[src/design/ssd_pkg.sv]
// Shared constants and types for the seven-segment serial display core.
`timescale 1ns / 1ps

package ssd_pkg;

   // Number of digit positions held by the display store
   localparam int DIGITS = 6;

   // Width of a digit index
   localparam int IDX_W = (DIGITS > 1) ? $clog2(DIGITS) : 1;

   localparam logic [IDX_W-1:0] IDX_LAST = IDX_W'(DIGITS - 1);

   localparam logic [7:0] DOT_BIT  = 8'h20;
   localparam logic [7:0] CHAR_DOT = 8'h2E;
   localparam logic [7:0] CNT_MAX  = 8'hFF;

   // Action codes carried in req_tuser
   localparam logic [2:0] ACT_SET    = 3'd0;
   localparam logic [2:0] ACT_STRING = 3'd1;
   localparam logic [2:0] ACT_FILL   = 3'd2;
   localparam logic [2:0] ACT_CLEAR  = 3'd3;
   localparam logic [2:0] ACT_SHOW   = 3'd4;

   typedef logic [7:0] seg_type;

endpackage

[src/design/ssd_glyph_rom.sv]
// Character to segment mask lookup, case-insensitive.
`timescale 1ns / 1ps

module ssd_glyph_rom
   import ssd_pkg::*;
(
   input  logic [7:0] char_code,
   output seg_type    mask
);

   logic [7:0] upper;

   // Fold lower case onto upper case
   always_comb begin
      upper = char_code;
      if (char_code inside {[8'h61:8'h7A]}) begin
         upper = char_code - 8'h20;
      end
   end

   always_comb begin
      case (upper)
         "0":     mask = 8'hDD;
         "1":     mask = 8'h90;
         "2":     mask = 8'hC7;
         "3":     mask = 8'hD3;
         "4":     mask = 8'h9A;
         "5":     mask = 8'h5B;
         "6":     mask = 8'h5F;
         "7":     mask = 8'hD0;
         "8":     mask = 8'hDF;
         "9":     mask = 8'hDB;
         "A":     mask = 8'hDE;
         "B":     mask = 8'h1F;
         "C":     mask = 8'h07;
         "D":     mask = 8'h97;
         "E":     mask = 8'h4F;
         "F":     mask = 8'h4E;
         "H":     mask = 8'h1E;
         "R":     mask = 8'h06;
         "L":     mask = 8'h0D;
         "O":     mask = 8'h17;
         "Q":     mask = 8'h37;
         "P":     mask = 8'hCE;
         "T":     mask = 8'h0F;
         "U":     mask = 8'h15;
         "N":     mask = 8'h16;
         "-":     mask = 8'h02;
         "_":     mask = 8'h01;
         " ":     mask = 8'h00;
         default: mask = 8'h00;
      endcase
   end

endmodule

[src/design/seven_segment_serial_display_core.sv]
// Top level of the seven-segment serial display core.
`timescale 1ns / 1ps

// The core keeps one segment byte per digit and takes one command word at a
// time on the req channel; req_tready is low while a command is in progress.
// Set, string and clear are captured, then executed in ST_EXEC. Fill walks
// the store one digit per cycle through a single compare. Show walks the store
// bit by bit, last digit first and MSB first, and emits one inverted serial
// bit per cycle, while the output slot is free, into a one-word output
// register, then a latch word with rsp_tlast set: DIGITS*8 + 1 result words
// in all. Back-pressure on rsp simply stretches the walk. The next command is
// taken while the final latch word still waits in the output register.
module seven_segment_serial_display_core
   import ssd_pkg::*;
(
   input  logic        clock,
   input  logic        reset,

   input  logic        req_tvalid,
   output logic        req_tready,
   // [7:0] char_code, [15:8] position, [16] dot, [17] string_start, [23:18] zero
   input  logic [23:0] req_tdata,
   // [2:0] action
   input  logic [2:0]  req_tuser,

   output logic        rsp_tvalid,
   input  logic        rsp_tready,
   // [0] data_level, [7:1] zero
   output logic [7:0]  rsp_tdata,
   // [0] latch_pulse
   output logic        rsp_tuser,
   output logic        rsp_tlast
);

   typedef enum logic [1:0] {
      ST_IDLE,
      ST_EXEC,
      ST_FILL,
      ST_SHOW
   } state_type;

   state_type        state_ff;

   // Captured command word
   logic [2:0]       action_ff;
   logic [7:0]       char_ff;
   logic [7:0]       pos_ff;
   logic             dot_ff;
   logic             start_ff;

   // Display store and string tracking
   seg_type          seg_ff [DIGITS];
   logic [7:0]       cnt_ff;
   logic [IDX_W-1:0] last_idx_ff;
   logic             last_valid_ff;

   // Walk counters: digit index shared by fill and show, bit and latch for show only
   logic [IDX_W-1:0] digit_ff;
   logic [2:0]       bit_ff;
   logic             latch_ff;

   // Output register
   logic             rsp_valid_ff;
   logic             rsp_data_ff;
   logic             rsp_user_ff;
   logic             rsp_last_ff;

   seg_type          glyph;
   logic             slot_free;
   logic [7:0]       cnt_base;
   logic             valid_base;
   logic [7:0]       cnt_next;
   logic [IDX_W-1:0] set_idx;
   logic [IDX_W-1:0] str_idx;
   seg_type          cur_seg;

   ssd_glyph_rom u_glyph (
      .char_code (char_ff),
      .mask      (glyph)
   );

   // Map a one-based position to an index; out of range lands on digit 1
   function automatic logic [IDX_W-1:0] pos_to_idx(input logic [7:0] pos);
      logic [7:0] dec;
      dec = pos - 8'd1;
      if (pos == 8'd0 || pos > 8'(DIGITS)) begin
         return '0;
      end
      return dec[IDX_W-1:0];
   endfunction

   assign req_tready = (state_ff == ST_IDLE);
   assign slot_free  = !rsp_valid_ff || rsp_tready;

   assign cnt_base   = start_ff ? 8'd0 : cnt_ff;
   assign valid_base = start_ff ? 1'b0 : last_valid_ff;
   assign cnt_next   = (cnt_base < CNT_MAX) ? cnt_base + 8'd1 : cnt_base;
   assign set_idx    = pos_to_idx(pos_ff);
   assign str_idx    = pos_to_idx(cnt_next);
   assign cur_seg    = seg_ff[digit_ff];

   always_ff @(posedge clock) begin
      if (reset) begin
         state_ff      <= ST_IDLE;
         for (int k = 0; k < DIGITS; k++) begin
            seg_ff[k] <= '0;
         end
         cnt_ff        <= '0;
         last_idx_ff   <= '0;
         last_valid_ff <= 1'b0;
         digit_ff      <= '0;
         bit_ff        <= '0;
         latch_ff      <= 1'b0;
         rsp_valid_ff  <= 1'b0;
         rsp_data_ff   <= 1'b0;
         rsp_user_ff   <= 1'b0;
         rsp_last_ff   <= 1'b0;
         action_ff     <= '0;
         char_ff       <= '0;
         pos_ff        <= '0;
         dot_ff        <= 1'b0;
         start_ff      <= 1'b0;
      end else begin
         // Drop the output word once taken; the show walk reloads it itself
         if (rsp_valid_ff && rsp_tready && state_ff != ST_SHOW) begin
            rsp_valid_ff <= 1'b0;
         end

         case (state_ff)
            ST_IDLE: begin
               if (req_tvalid) begin
                  action_ff <= req_tuser;
                  char_ff   <= req_tdata[7:0];
                  pos_ff    <= req_tdata[15:8];
                  dot_ff    <= req_tdata[16];
                  start_ff  <= req_tdata[17];
                  state_ff  <= ST_EXEC;
               end
            end

            ST_EXEC: begin
               state_ff <= ST_IDLE;
               case (action_ff)
                  ACT_SET: begin
                     seg_ff[set_idx] <= glyph | (dot_ff ? DOT_BIT : 8'h00);
                  end
                  ACT_STRING: begin
                     if (char_ff == CHAR_DOT) begin
                        // Dot attaches to the previous string character
                        cnt_ff        <= cnt_base;
                        last_valid_ff <= valid_base;
                        if (valid_base) begin
                           seg_ff[last_idx_ff] <= seg_ff[last_idx_ff] | DOT_BIT;
                        end
                     end else begin
                        cnt_ff          <= cnt_next;
                        seg_ff[str_idx] <= glyph;
                        last_idx_ff     <= str_idx;
                        last_valid_ff   <= 1'b1;
                     end
                  end
                  ACT_FILL: begin
                     digit_ff <= '0;
                     state_ff <= ST_FILL;
                  end
                  ACT_CLEAR: begin
                     for (int k = 0; k < DIGITS; k++) begin
                        seg_ff[k] <= '0;
                     end
                  end
                  ACT_SHOW: begin
                     digit_ff <= IDX_LAST;
                     bit_ff   <= 3'd7;
                     latch_ff <= 1'b0;
                     state_ff <= ST_SHOW;
                  end
                  default: begin
                  end
               endcase
            end

            ST_FILL: begin
               // One digit per cycle: replace empty entries
               if (cur_seg == 8'h00) begin
                  seg_ff[digit_ff] <= glyph;
               end
               if (digit_ff == IDX_LAST) begin
                  state_ff <= ST_IDLE;
               end else begin
                  digit_ff <= digit_ff + IDX_W'(1);
               end
            end

            ST_SHOW: begin
               if (slot_free) begin
                  rsp_valid_ff <= 1'b1;
                  if (latch_ff) begin
                     rsp_data_ff <= 1'b0;
                     rsp_user_ff <= 1'b1;
                     rsp_last_ff <= 1'b1;
                     state_ff    <= ST_IDLE;
                  end else begin
                     rsp_data_ff <= ~cur_seg[bit_ff];
                     rsp_user_ff <= 1'b0;
                     rsp_last_ff <= 1'b0;
                     if (bit_ff == 3'd0) begin
                        bit_ff <= 3'd7;
                        if (digit_ff == '0) begin
                           latch_ff <= 1'b1;
                        end else begin
                           digit_ff <= digit_ff - IDX_W'(1);
                        end
                     end else begin
                        bit_ff <= bit_ff - 3'd1;
                     end
                  end
               end
            end

            default: begin
               state_ff <= ST_IDLE;
            end
         endcase
      end
   end

   assign rsp_tvalid = rsp_valid_ff;
   assign rsp_tdata  = {7'd0, rsp_data_ff};
   assign rsp_tuser  = rsp_user_ff;
   assign rsp_tlast  = rsp_last_ff;

endmodule

[config.mk]
export PLATFORM = sky130hd
export DESIGN_NAME = seven_segment_serial_display_core
export DESIGN_NICKNAME = d
export VERILOG_FILES = /design/src/design/ssd_pkg.sv /design/src/design/ssd_glyph_rom.sv /design/src/design/seven_segment_serial_display_core.sv
export SDC_FILE = /design/constraint.sdc
export NUM_CORES = 1
export LEC_CHECK = 0
export ABC_AREA = 1
export BUFFER_PORTS_ARGS = -buffer_cell sky130_fd_sc_hd__buf_2
export CAP_MARGIN = 10
export CORE_MARGIN = 5
export CORE_UTILIZATION = 62
export CTS_CLUSTER_SIZE = 24
export DETAILED_ROUTE_END_ITERATION = 10
export PLACE_DENSITY = 0.81
export SYNTH_ARGS = -nofsm -noshare
export SYNTH_HDL_FRONTEND = slang
export SYNTH_HIERARCHICAL = 1
export SYNTH_SLANG_ARGS = --single-unit
export TNS_END_PERCENT = 1
[constraint.sdc]
create_clock -name clock -period 6.8 [get_ports clock]
set_input_delay 0.34 -clock clock [delete_from_list [all_inputs] [get_ports clock]]
set_output_delay 0.34 -clock clock [all_outputs]
set_load 0.005 [all_outputs]
======== Yosys cells after proc, flatten, opt, wreduce, memory -nomap -nowiden ========
Memories as Yosys holds them, arrays and structs flattened. A register that Yosys moved wholly into a read port is not among the register bits.
Index checks and enable logic that the tools add are counted.
operators by class
  add/sub/neg operators ................... 7
  magnitude comparators ................... 6
  eq/ne operators ......................... 21
  mux-type cells .......................... 90
  bitwise operators ....................... 9
  reduce and logical (&&, ||, !) cells .... 29
operator list
  cell                                                                   number
  8-bit 2-to-1 mux                                                       15
  3-bit 2-to-1 mux                                                       19
  1-bit 2-to-1 mux                                                       41
  8-bit OR reduction                                                     4
  8-bit logical NOT                                                      3
  2-bit inequality test, second input constant                           9
  8-bit by 3-bit > comparator with 1-bit output, second input constant   2
  2-bit 2-to-1 mux                                                       7
  3-bit one-hot mux with 2 select lines                                  2
  3-bit by 1-bit subtractor with 3-bit output, second input constant     4
  3-bit logical NOT                                                      3
  3-bit one-hot mux with 3 select lines                                  1
  8-bit by 1-bit adder with 8-bit output, second input constant          1
  8-bit by 6-bit equality test with 1-bit output, second input constant  1
  8-bit by 7-bit >= comparator with 1-bit output, second input constant  1
  8-bit by 7-bit <= comparator with 1-bit output, second input constant  1
  8-bit < comparator, second input constant                              1
  8-bit by 6-bit bitwise OR with 8-bit output                            1
  2-bit one-hot mux with 4 select lines                                  1
  2-bit AND reduction                                                    4
  4-bit AND reduction                                                    2
  8-bit by 6-bit subtractor with 8-bit output, second input constant     1
  7-bit AND reduction                                                    1
  3-bit by 2-bit equality test with 1-bit output, second input constant  2
  22 further kinds                                                       35
storage, ports and cells
  register bits after elaboration ......... 45
  RAM bits ................................ 48
  bits in read-only memories .............. 1024
  bits of input ports ..................... 31
  output and inout bits ................... 12
  logic and storage cells ................. 179
  memories ................................ 2
memory list
  memory           words  width  read ports  clocked after memory_dff  write ports  line                                     source
  (no name shown)  128    8      1           0                         0            ssd_glyph_rom.sv:22                      case (upper)
  seg_ff           6      8      1           1                         6            seven_segment_serial_display_core.sv:52  seg_type seg_ff [DIGITS];

======== Depth between registers and ports, before layout ========
Gate-level depths: netlist (run 1).
  depth after elaboration ................. 12
  gate-level depth with buffers ........... 18
  depth with buffers taken out ............ 17

======== Cells and area by module ========
Netlist (run 1), hierarchy kept.
modules (own cells, without submodules)
  module                             times used  cells each  area each (um2)  seq. area each (um2)
  seven_segment_serial_display_core  1           768         6082.1           2882.8
  ssd_glyph_rom                      1           151         800.8            0.0

======== Worst setup path after synthesis (run 1) ========
Ideal clock, no wire load.
  kind .................................... reg2reg
  start ................................... register start_ff
  end ..................................... memory seg_ff[7][0] (netlist name) (enable)
  library setup time ...................... 0.360 ns
  arrival ................................. 2.290 ns
  required time ........................... 6.440 ns
  setup slack ............................. 4.150 ns
  stages on the path, launching flop included .. 17
  buffers on the path ..................... 0
  period minus slack after synthesis ...... 2.650 ns
  cell sequence ........................... dfxtp_1 -> inv_4 -> nand3_4 -> nor2_8 -> nand2_2 -> nand2_1 -> inv_1 -> ha_1 -> nand3_1 -> nand2_1 -> nor2_2 -> nand4_4 -> nand2_2 -> nand2_4 -> nor2_2 -> nand2_1 -> nor2_1
RTL lines
  element                 line                                      source
  from (decl)             seven_segment_serial_display_core.sv:49   logic start_ff;
  from (signal assigned)  seven_segment_serial_display_core.sv:136  start_ff <= req_tdata[17];
  to (decl)               seven_segment_serial_display_core.sv:52

==> impl_metrics.ini, run 1 <==
[layout]
layout_commonest_cell = nand2_1
syn2layout_area_growth_pct = 4.363
fillers = 960
diodes = 0
final_nets = 981
layout_common_cells = 233 x nand2_1, 129 x nor2_1, 110 x inv_1
drive_gt1_share_pct = 12.17

[setup_path]
setup.worst_path.class = reg2reg
cp_data_required_time_ns = 6.82
cp-start-kind = flop
arrival_ns = 3.41
reg2reg_slack_ns = 3.41
r2r_cells = 14
crit_path_max_fanout = 17
reg2reg_to = seg_ff[7][4]$_DFFE_PP_
setup.worst_path.end_class = flop

[timing]
slew_headroom_pct = 39.29
fmaxAchievable_mhz = 294.9
hold_viol = 0
fin_hold_ws_ns = 0.2015
setup_ws_ns = 3.409
rsz0062_at_grt = no
finalCritPeriodShare_pct = 49.87
fin_setup_tns_ns = 0
finalClockSkew_ns = 0.01387
tightest_slew_ns = 0.9085
setup_viol = 0
drv_slew = 0
fin_crit_ns = 3.391

[route]
wl_um = 14660
drt-initial-drc-count = 460
route.detailed.drc = 0
wl_per_cell_um = 13.61
vias = 5840
dr.pass1.iters = 6
postRouteAntennaNets = 0
vias_per_cell = 5.422

[synthesis]
syn_inst = 919
synth_top_area_cell = edfxtp_1
syn_avg_cell_area_sq_um = 7.490
synth_seq_area_share_pct = 41.88
ys_warn_count = 6
synth_top_cell_area_share_pct = 27.92
synth_area_sq_um = 6883
synth.distinct_cells = 48
synthTopCellsByArea = edfxtp_1 28%, dfxtp_1 14%, nand2_1 13%
synth-seq-cells = 112

[global_routing]
track_usage_pct = 23.28
antenna_found_initial = 0
grt_pass1_vias = 5337
gr-total-overflow = 0
grt_max_degree = 40
grt_pass1_wl_um = 24960

[power]
p_comb_share_pct = 46.2
ir_drop_mv = 0.1898
p_switching_mw = 1.117
power.density_nw_per_um2 = 333.8
p_int_mw = 1.281
switching_share_pct = 46.56
clkPwrFrac_pct = 15.2
p_leak_nw = 3.193
p_total_mw = 2.398
seq_power_share_pct = 38.6

[place]
io_buffer_count = 29
gp_congestion = 0.8958
dp_hpwl_um = 10640
place_worst_setup_slack_ns = 3.412

[clock_network]
cts_num_sinks = 112
ctsResizeCount = 0
cts_setup_buffers = 0
clk_path_buf_depth = 2
root_buffer = clkbuf_8
htree_levels = 3
cts_tree = done
clkLatencyLatePin_ns = 0.38
cts_buffers = 9
cts_hold_buf = 0
cts.clk_slew.worst_paths_ns = 0.11

[die]
die_h_um = 115.4
std_cell_rows = 38
die_x_um = 115.4
die-area_sq_um = 13310
start_util_pct = 63.49
ios = 43
core_sq_um = 10840

[worst_hold_path]
hold_start = req_tdata[15]
hold_end = pos_ff[7]$_SDFFE_PP0P_
hold_path_class = in2reg
whs_path_depth = 3

[flow_run]
drv_cap = 0

[run_status]
status = finished clean
power groups by stage:
stage / sequential (mW) / clock, mW / combinational [mW]
2_1_floorplan: 0.890 / 0 / 0.928
3_3_place_gp: 0.938 / 0 / 1.07
3_5_place_dp: 0.941 / 0 / 1.10
4_1_cts: 0.926 / 0.368 / 1.10
5_1_grt: 0.941 / 0.398 / 1.26
6_report: 0.925 / 0.365 / 1.11
how the worst max path moves through the flow:
| stage | startpoint | to | cells after the start |
|---|---|---|---|
| after floorplan | start_ff$_SDFFE_PP0P_ | seg_ff[7][0]$_DFFE_PP_ | 16 |
| after global placement | flop | seg_ff[7][7]$_DFFE_PP_ | 14 |
| after detailed placement | flop | seg_ff[7][4]$_DFFE_PP_ | 14 |
| after CTS | flop | seg_ff[7][7]$_DFFE_PP_ | 14 |
| after global routing | flop | seg_ff[7][7]$_DFFE_PP_ | 14 |
| final | flop | seg_ff[7][4]$_DFFE_PP_ | 14 |
layer usage:
layer / vias up / routed length (um) / track usage (%)
li1: 2988 / - / -
met5: - / 0 / 0
met2: 186 / 7152 / 39.43
met4: 0 / 159 / 6.182
met1: 2655 / 6517 / 31.50
met3: 11 / 834 / 3.158
layout make-up:
type | count | area, sq um | share of cell area [%]
clock buffer | 9 | 123.9 | 1.724
timing repair buffer | 32 | 167.7 | 2.334
inverter | 131 | 505.5 | 7.037
multi-input combinational | 646 | 3282 | 45.69
tap | 140 | 175.2 | 2.439
sequential | 112 | 2883 | 40.13
clock inverter | 7 | 46.29 | 0.6445
critical path, cell delays in order, from the launching register on:
cell and delay, ns:
dfxtp_1 0.75, inv_2 0.30, nand3_1 0.17, nand2_1 0.09, o21ai_2 0.20, nand2_1 0.08, nor2_1 0.12, nand3_2 0.15
nand2_1 0.13, inv_2 0.06, nand2_2 0.07, nand2_4 0.12, nor2_2 0.12, nand2_1 0.07, nor2_1 0.59
cells in the mapped netlist (all sizes together):
library cell  number
and3               1
o2111ai            1
o221ai             2
ha                17
o22ai              3
conb               1
a31oi              9
a221oi             2
edfxtp            64
o31ai              1
buf               26
fa                 1
a211oi             2
dfxtp             48
nor3               4
nand2            246
nand3             96
xnor2              2
clkbuf            10
nand4             18
a21oi             27
nor2             140
o21ai             62
o211ai             3
inv              129
xor2               1
nand3b             1
clkinv             2
through the flow:
step | cell area [sq um] | utilization [%] | std cells
after floorplan | 6905 | - | 925
after global placement | 7013 | 64.69 | 1061
after detailed placement | 7013 | 64.69 | 1061
after CTS | 7183 | 66.26 | 1077
after global routing | 7183 | 66.26 | 1077
final | 7183 | 66.26 | 1077
sequential cells by signal, summed over array words and instances, names as in the netlist, named ones only:
name and flops:
pos_ff 8, rsp_tvalid 1, digit_ff 3, last_idx_ff 3, last_valid_ff 1, state_ff 2, seg_ff 64, cnt_ff 8
bit_ff 3, char_ff 8, dot_ff 1, rsp_tlast 1, rsp_data_ff 1, start_ff 1, action_ff 3, latch_ff 1
cell families after synthesis:
kind of cell             synth area share, %
AO/OA/AOI/OAI                          9.344
flip-flops                             41.88
other                                0.05448
XOR/XNOR                              0.3818
adder cells (fa/ha/maj)                3.381
buffers and inverters                  10.76
AND/OR/NAND/NOR                        34.19
Note: power is estimated with default switching activity, not from simulation.
==> run 2, diff against run 1 <==
--- a/config.mk
+++ b/config.mk
@@ -5,14 +5,14 @@
 export SDC_FILE = /design/constraint.sdc
 export NUM_CORES = 1
 export LEC_CHECK = 0
-export ABC_AREA = 1
+export ABC_AREA = 0
 export BUFFER_PORTS_ARGS = -buffer_cell sky130_fd_sc_hd__buf_2
 export CAP_MARGIN = 10
 export CORE_MARGIN = 5
-export CORE_UTILIZATION = 62
+export CORE_UTILIZATION = 55
 export CTS_CLUSTER_SIZE = 24
 export DETAILED_ROUTE_END_ITERATION = 10
-export PLACE_DENSITY = 0.81
+export PLACE_DENSITY = 0.76
 export SYNTH_ARGS = -nofsm -noshare
 export SYNTH_HDL_FRONTEND = slang
 export SYNTH_HIERARCHICAL = 1
==> constraint.sdc (replaced) <==
create_clock -name clock -period 2.85 [get_ports clock]
set_input_delay 0.1425 -clock clock [delete_from_list [all_inputs] [get_ports clock]]
set_output_delay 0.1425 -clock clock [all_outputs]
set_load 0.005 [all_outputs]
==> impl_metrics.ini, run 2 <==
[setup_path]
cp_data_required_time_ns = 2.97
cp-start-kind = flop
setup.worst_path.end_class = flop
reg2reg_slack_ns = -0.46
setup.worst_path.class = reg2reg
r2r_cells = 17
startpoint = cnt_ff[2]$_SDFFE_PP0P_
rr_startpoint = cnt_ff[2]$_SDFFE_PP0P_
reg2reg_to = seg_ff[4][6]$_SDFFCE_PN0P_
crit_path_max_fanout = 7
arrival_ns = 3.44

[die]
std_cell_rows = 39
die_x_um = 118.4
ios = 43
start_util_pct = 56.31
core_sq_um = 11470
die-area_sq_um = 14010
die_h_um = 118.4

[timing]
finalCritPeriodShare_pct = 116.3
drv_slew = 0
fin_crit_ns = 3.314
setup_ws_ns = -0.4645
finalClockSkew_ns = 0.01369
fmaxAchievable_mhz = 301.7
fin_hold_ws_ns = 0.01008
slew_headroom_pct = 38.04
tightest_slew_ns = 0.9059
rsz0062_at_grt = yes
setup_viol = 112
hold_viol = 0

[synthesis]
synth_edf_count = 64
synthTopCellsByCount = 88 x nand2_1, 65 x nor2_1, 64 x edfxtp_1, 55 x a21oi_1, 48 x dfxtp_1
syn_avg_cell_area_sq_um = 9.609
synth_area_sq_um = 6457
synth_top_cell_area_share_pct = 29.76
synth_top_area_cell = edfxtp_1
synth_flop_cell = edfxtp_1
synthTopCellsByArea = edfxtp_1 30%, dfxtp_1 15%, nand2_1 5.1%
yosysMostFrequentCell = nand2_1
synth_seq_area_share_pct = 44.64
ys_warn_count = 6
synth.distinct_cells = 75
synth-seq-cells = 112
syn_inst = 672
async_flop_share_pct = 0

[clock_network]
cts_tree = done
cts_num_sinks = 112
cts.clk_slew.worst_paths_ns = 0.08
root_buffer = clkbuf_16
clk_path_buf_depth = 2
clkLatencyLatePin_ns = 0.37
cts_buffers = 9
htree_levels = 3
cts_hold_buf = 0

[power]
power.density_nw_per_um2 = 544.8
p_int_mw = 2.991
seq_power_share_pct = 43.2
ir_drop_mv = 0.5192
p_switching_mw = 1.245
p_leak_nw = 2.897
switching_share_pct = 29.40
clkPwrFrac_pct = 33.3
p_total_mw = 4.236
p_comb_share_pct = 23.5

[global_routing]
track_usage_pct = 23.47
grt_pass1_wl_um = 26400
antenna_found_initial = 0
grt_pass1_vias = 5302
gr-total-overflow = 0
grt_max_degree = 30

[worst_hold_path]
hold_path_class = in2reg
hold_end = pos_ff[6]$_SDFFE_PP0P_
whs_path_depth = 3
hold_start = req_tdata[14]

[route]
wl_um = 16560
postRouteAntennaNets = 0
vias_per_cell = 6.022
route.detailed.drc = 0
drt-initial-drc-count = 443
dr.pass1.iters = 5
vias = 5444
wl_per_cell_um = 18.32

[layout]
layout_commonest_cell = nand2_1
layout_common_cells = 79 x nand2_1, 70 x buf_4, 64 x edfxtp_1
largest_reg_flops = 64
drive_gt1_share_pct = 28.65
diodes = 0
multiInputGateArea_sq_um = 3359
post-route-util_pct = 67.81
regArea_sq_um = 2893
fin_cells = 904
syn2layout_area_growth_pct = 20.42
fin_area_sq_um = 7776
fillers = 869
final_nets = 805
largest-register = seg_ff

[place]
placedCellCount = 881
place_area_sq_um = 7239
gp_congestion = 0.9039
io_buffer_count = 29
dp_hpwl_um = 12140

[run_status]
status = finished, violations left
violations = negative setup slack

[flow_run]
drv_cap = 0
run 2: cell type report:
class / instances / area share, %
multi-input combinational: 487 / 43.20
sequential: 112 / 37.20
timing repair buffer: 114 / 11.41
clock buffer: 9 / 2.896
tap: 143 / 2.301
inverter: 32 / 1.545
clock inverter: 7 / 1.448
run 2: critical path, stage by stage (launching register included):
cell and delay (ns):
dfxtp_2 0.35, nand3_4 0.09, nor2_4 0.09, nand4_1 0.12, nand2_1 0.13, xor2_1 0.07, nor2_1 0.18, ha_2 0.21
inv_2 0.03, maj3_2 0.29, a211oi_2 0.23, o211ai_1 0.14, o221a_4 0.30, buf_6 0.12, o211ai_1 0.24, buf_4 0.22
o21ai_1 0.06, buf_4 0.18
run 2: logic make-up (layout without fill, tap and decap cells):
family                     count (synthesis)  in the layout  share of synthesized area [%]
buffers and inverters                     79            162                          6.084
DFF                                      112            112                          44.64
and+or+nand+nor                          270            270                          20.62
xor gates and xnor gates                   3              3                         0.4070
adders and majority gates                 19             19                          3.759
other                                      1              7                        0.05807
muxes                                     36             36                          8.525
AOI/OAI and AO/OA                        152            152                          15.91
run 2: repair_timing:
item / CTS / global route
pin swaps: 12 / 5
buffers inserted: 7 / 1
resized for setup: 27 / 16
setup endpoints to repair: 112 / 114
endpoints found under the hold margin: 0 / 0
run 2: worst max-delay path by stage:
stage,endpoint,slack [ns],cells after the start
6_report,seg_ff[4][6]$_SDFFCE_PN0P_,-0.46,17
5_1_grt,seg_ff[4][7]$_SDFFCE_PN0P_,-0.60,17
4_1_cts,seg_ff[3][3]$_SDFFCE_PN0P_,-0.34,15
3_5_place_dp,seg_ff[3][3]$_SDFFCE_PN0P_,-0.47,15
3_3_place_gp,seg_ff[3][7]$_SDFFCE_PN0P_,-0.34,15
2_1_floorplan,seg_ff[7][0]$_DFFE_PP_,-0.45,16
run 2: power by group through the flow:
stage,logic [mW],registers (mW),clock network [mW]
2_1_floorplan,0.638,1.86,0
3_3_place_gp,0.887,1.86,0
3_5_place_dp,0.919,1.86,0
4_1_cts,0.965,1.83,1.43
5_1_grt,1.08,1.84,1.49
6_report,0.995,1.83,1.41
run 2: stage by stage:
stage	setup slack, ns	TNS (ns)
after floorplan	-0.4500	-24.26
after global placement	-0.3406	-25.56
after detailed placement	-0.4735	-37.21
after CTS	-0.3381	-25.42
after global routing	-0.5967	-53.00
final	-0.4645	-36.23
run 2: layer usage:
layer,track usage [%],share of wire (%),up-vias
li1,-,-,2593
met1,29.65,41,2617
met2,38.64,49,196
met3,5.062,6.7,38
met4,10.75,3.5,0
met5,0,0,-
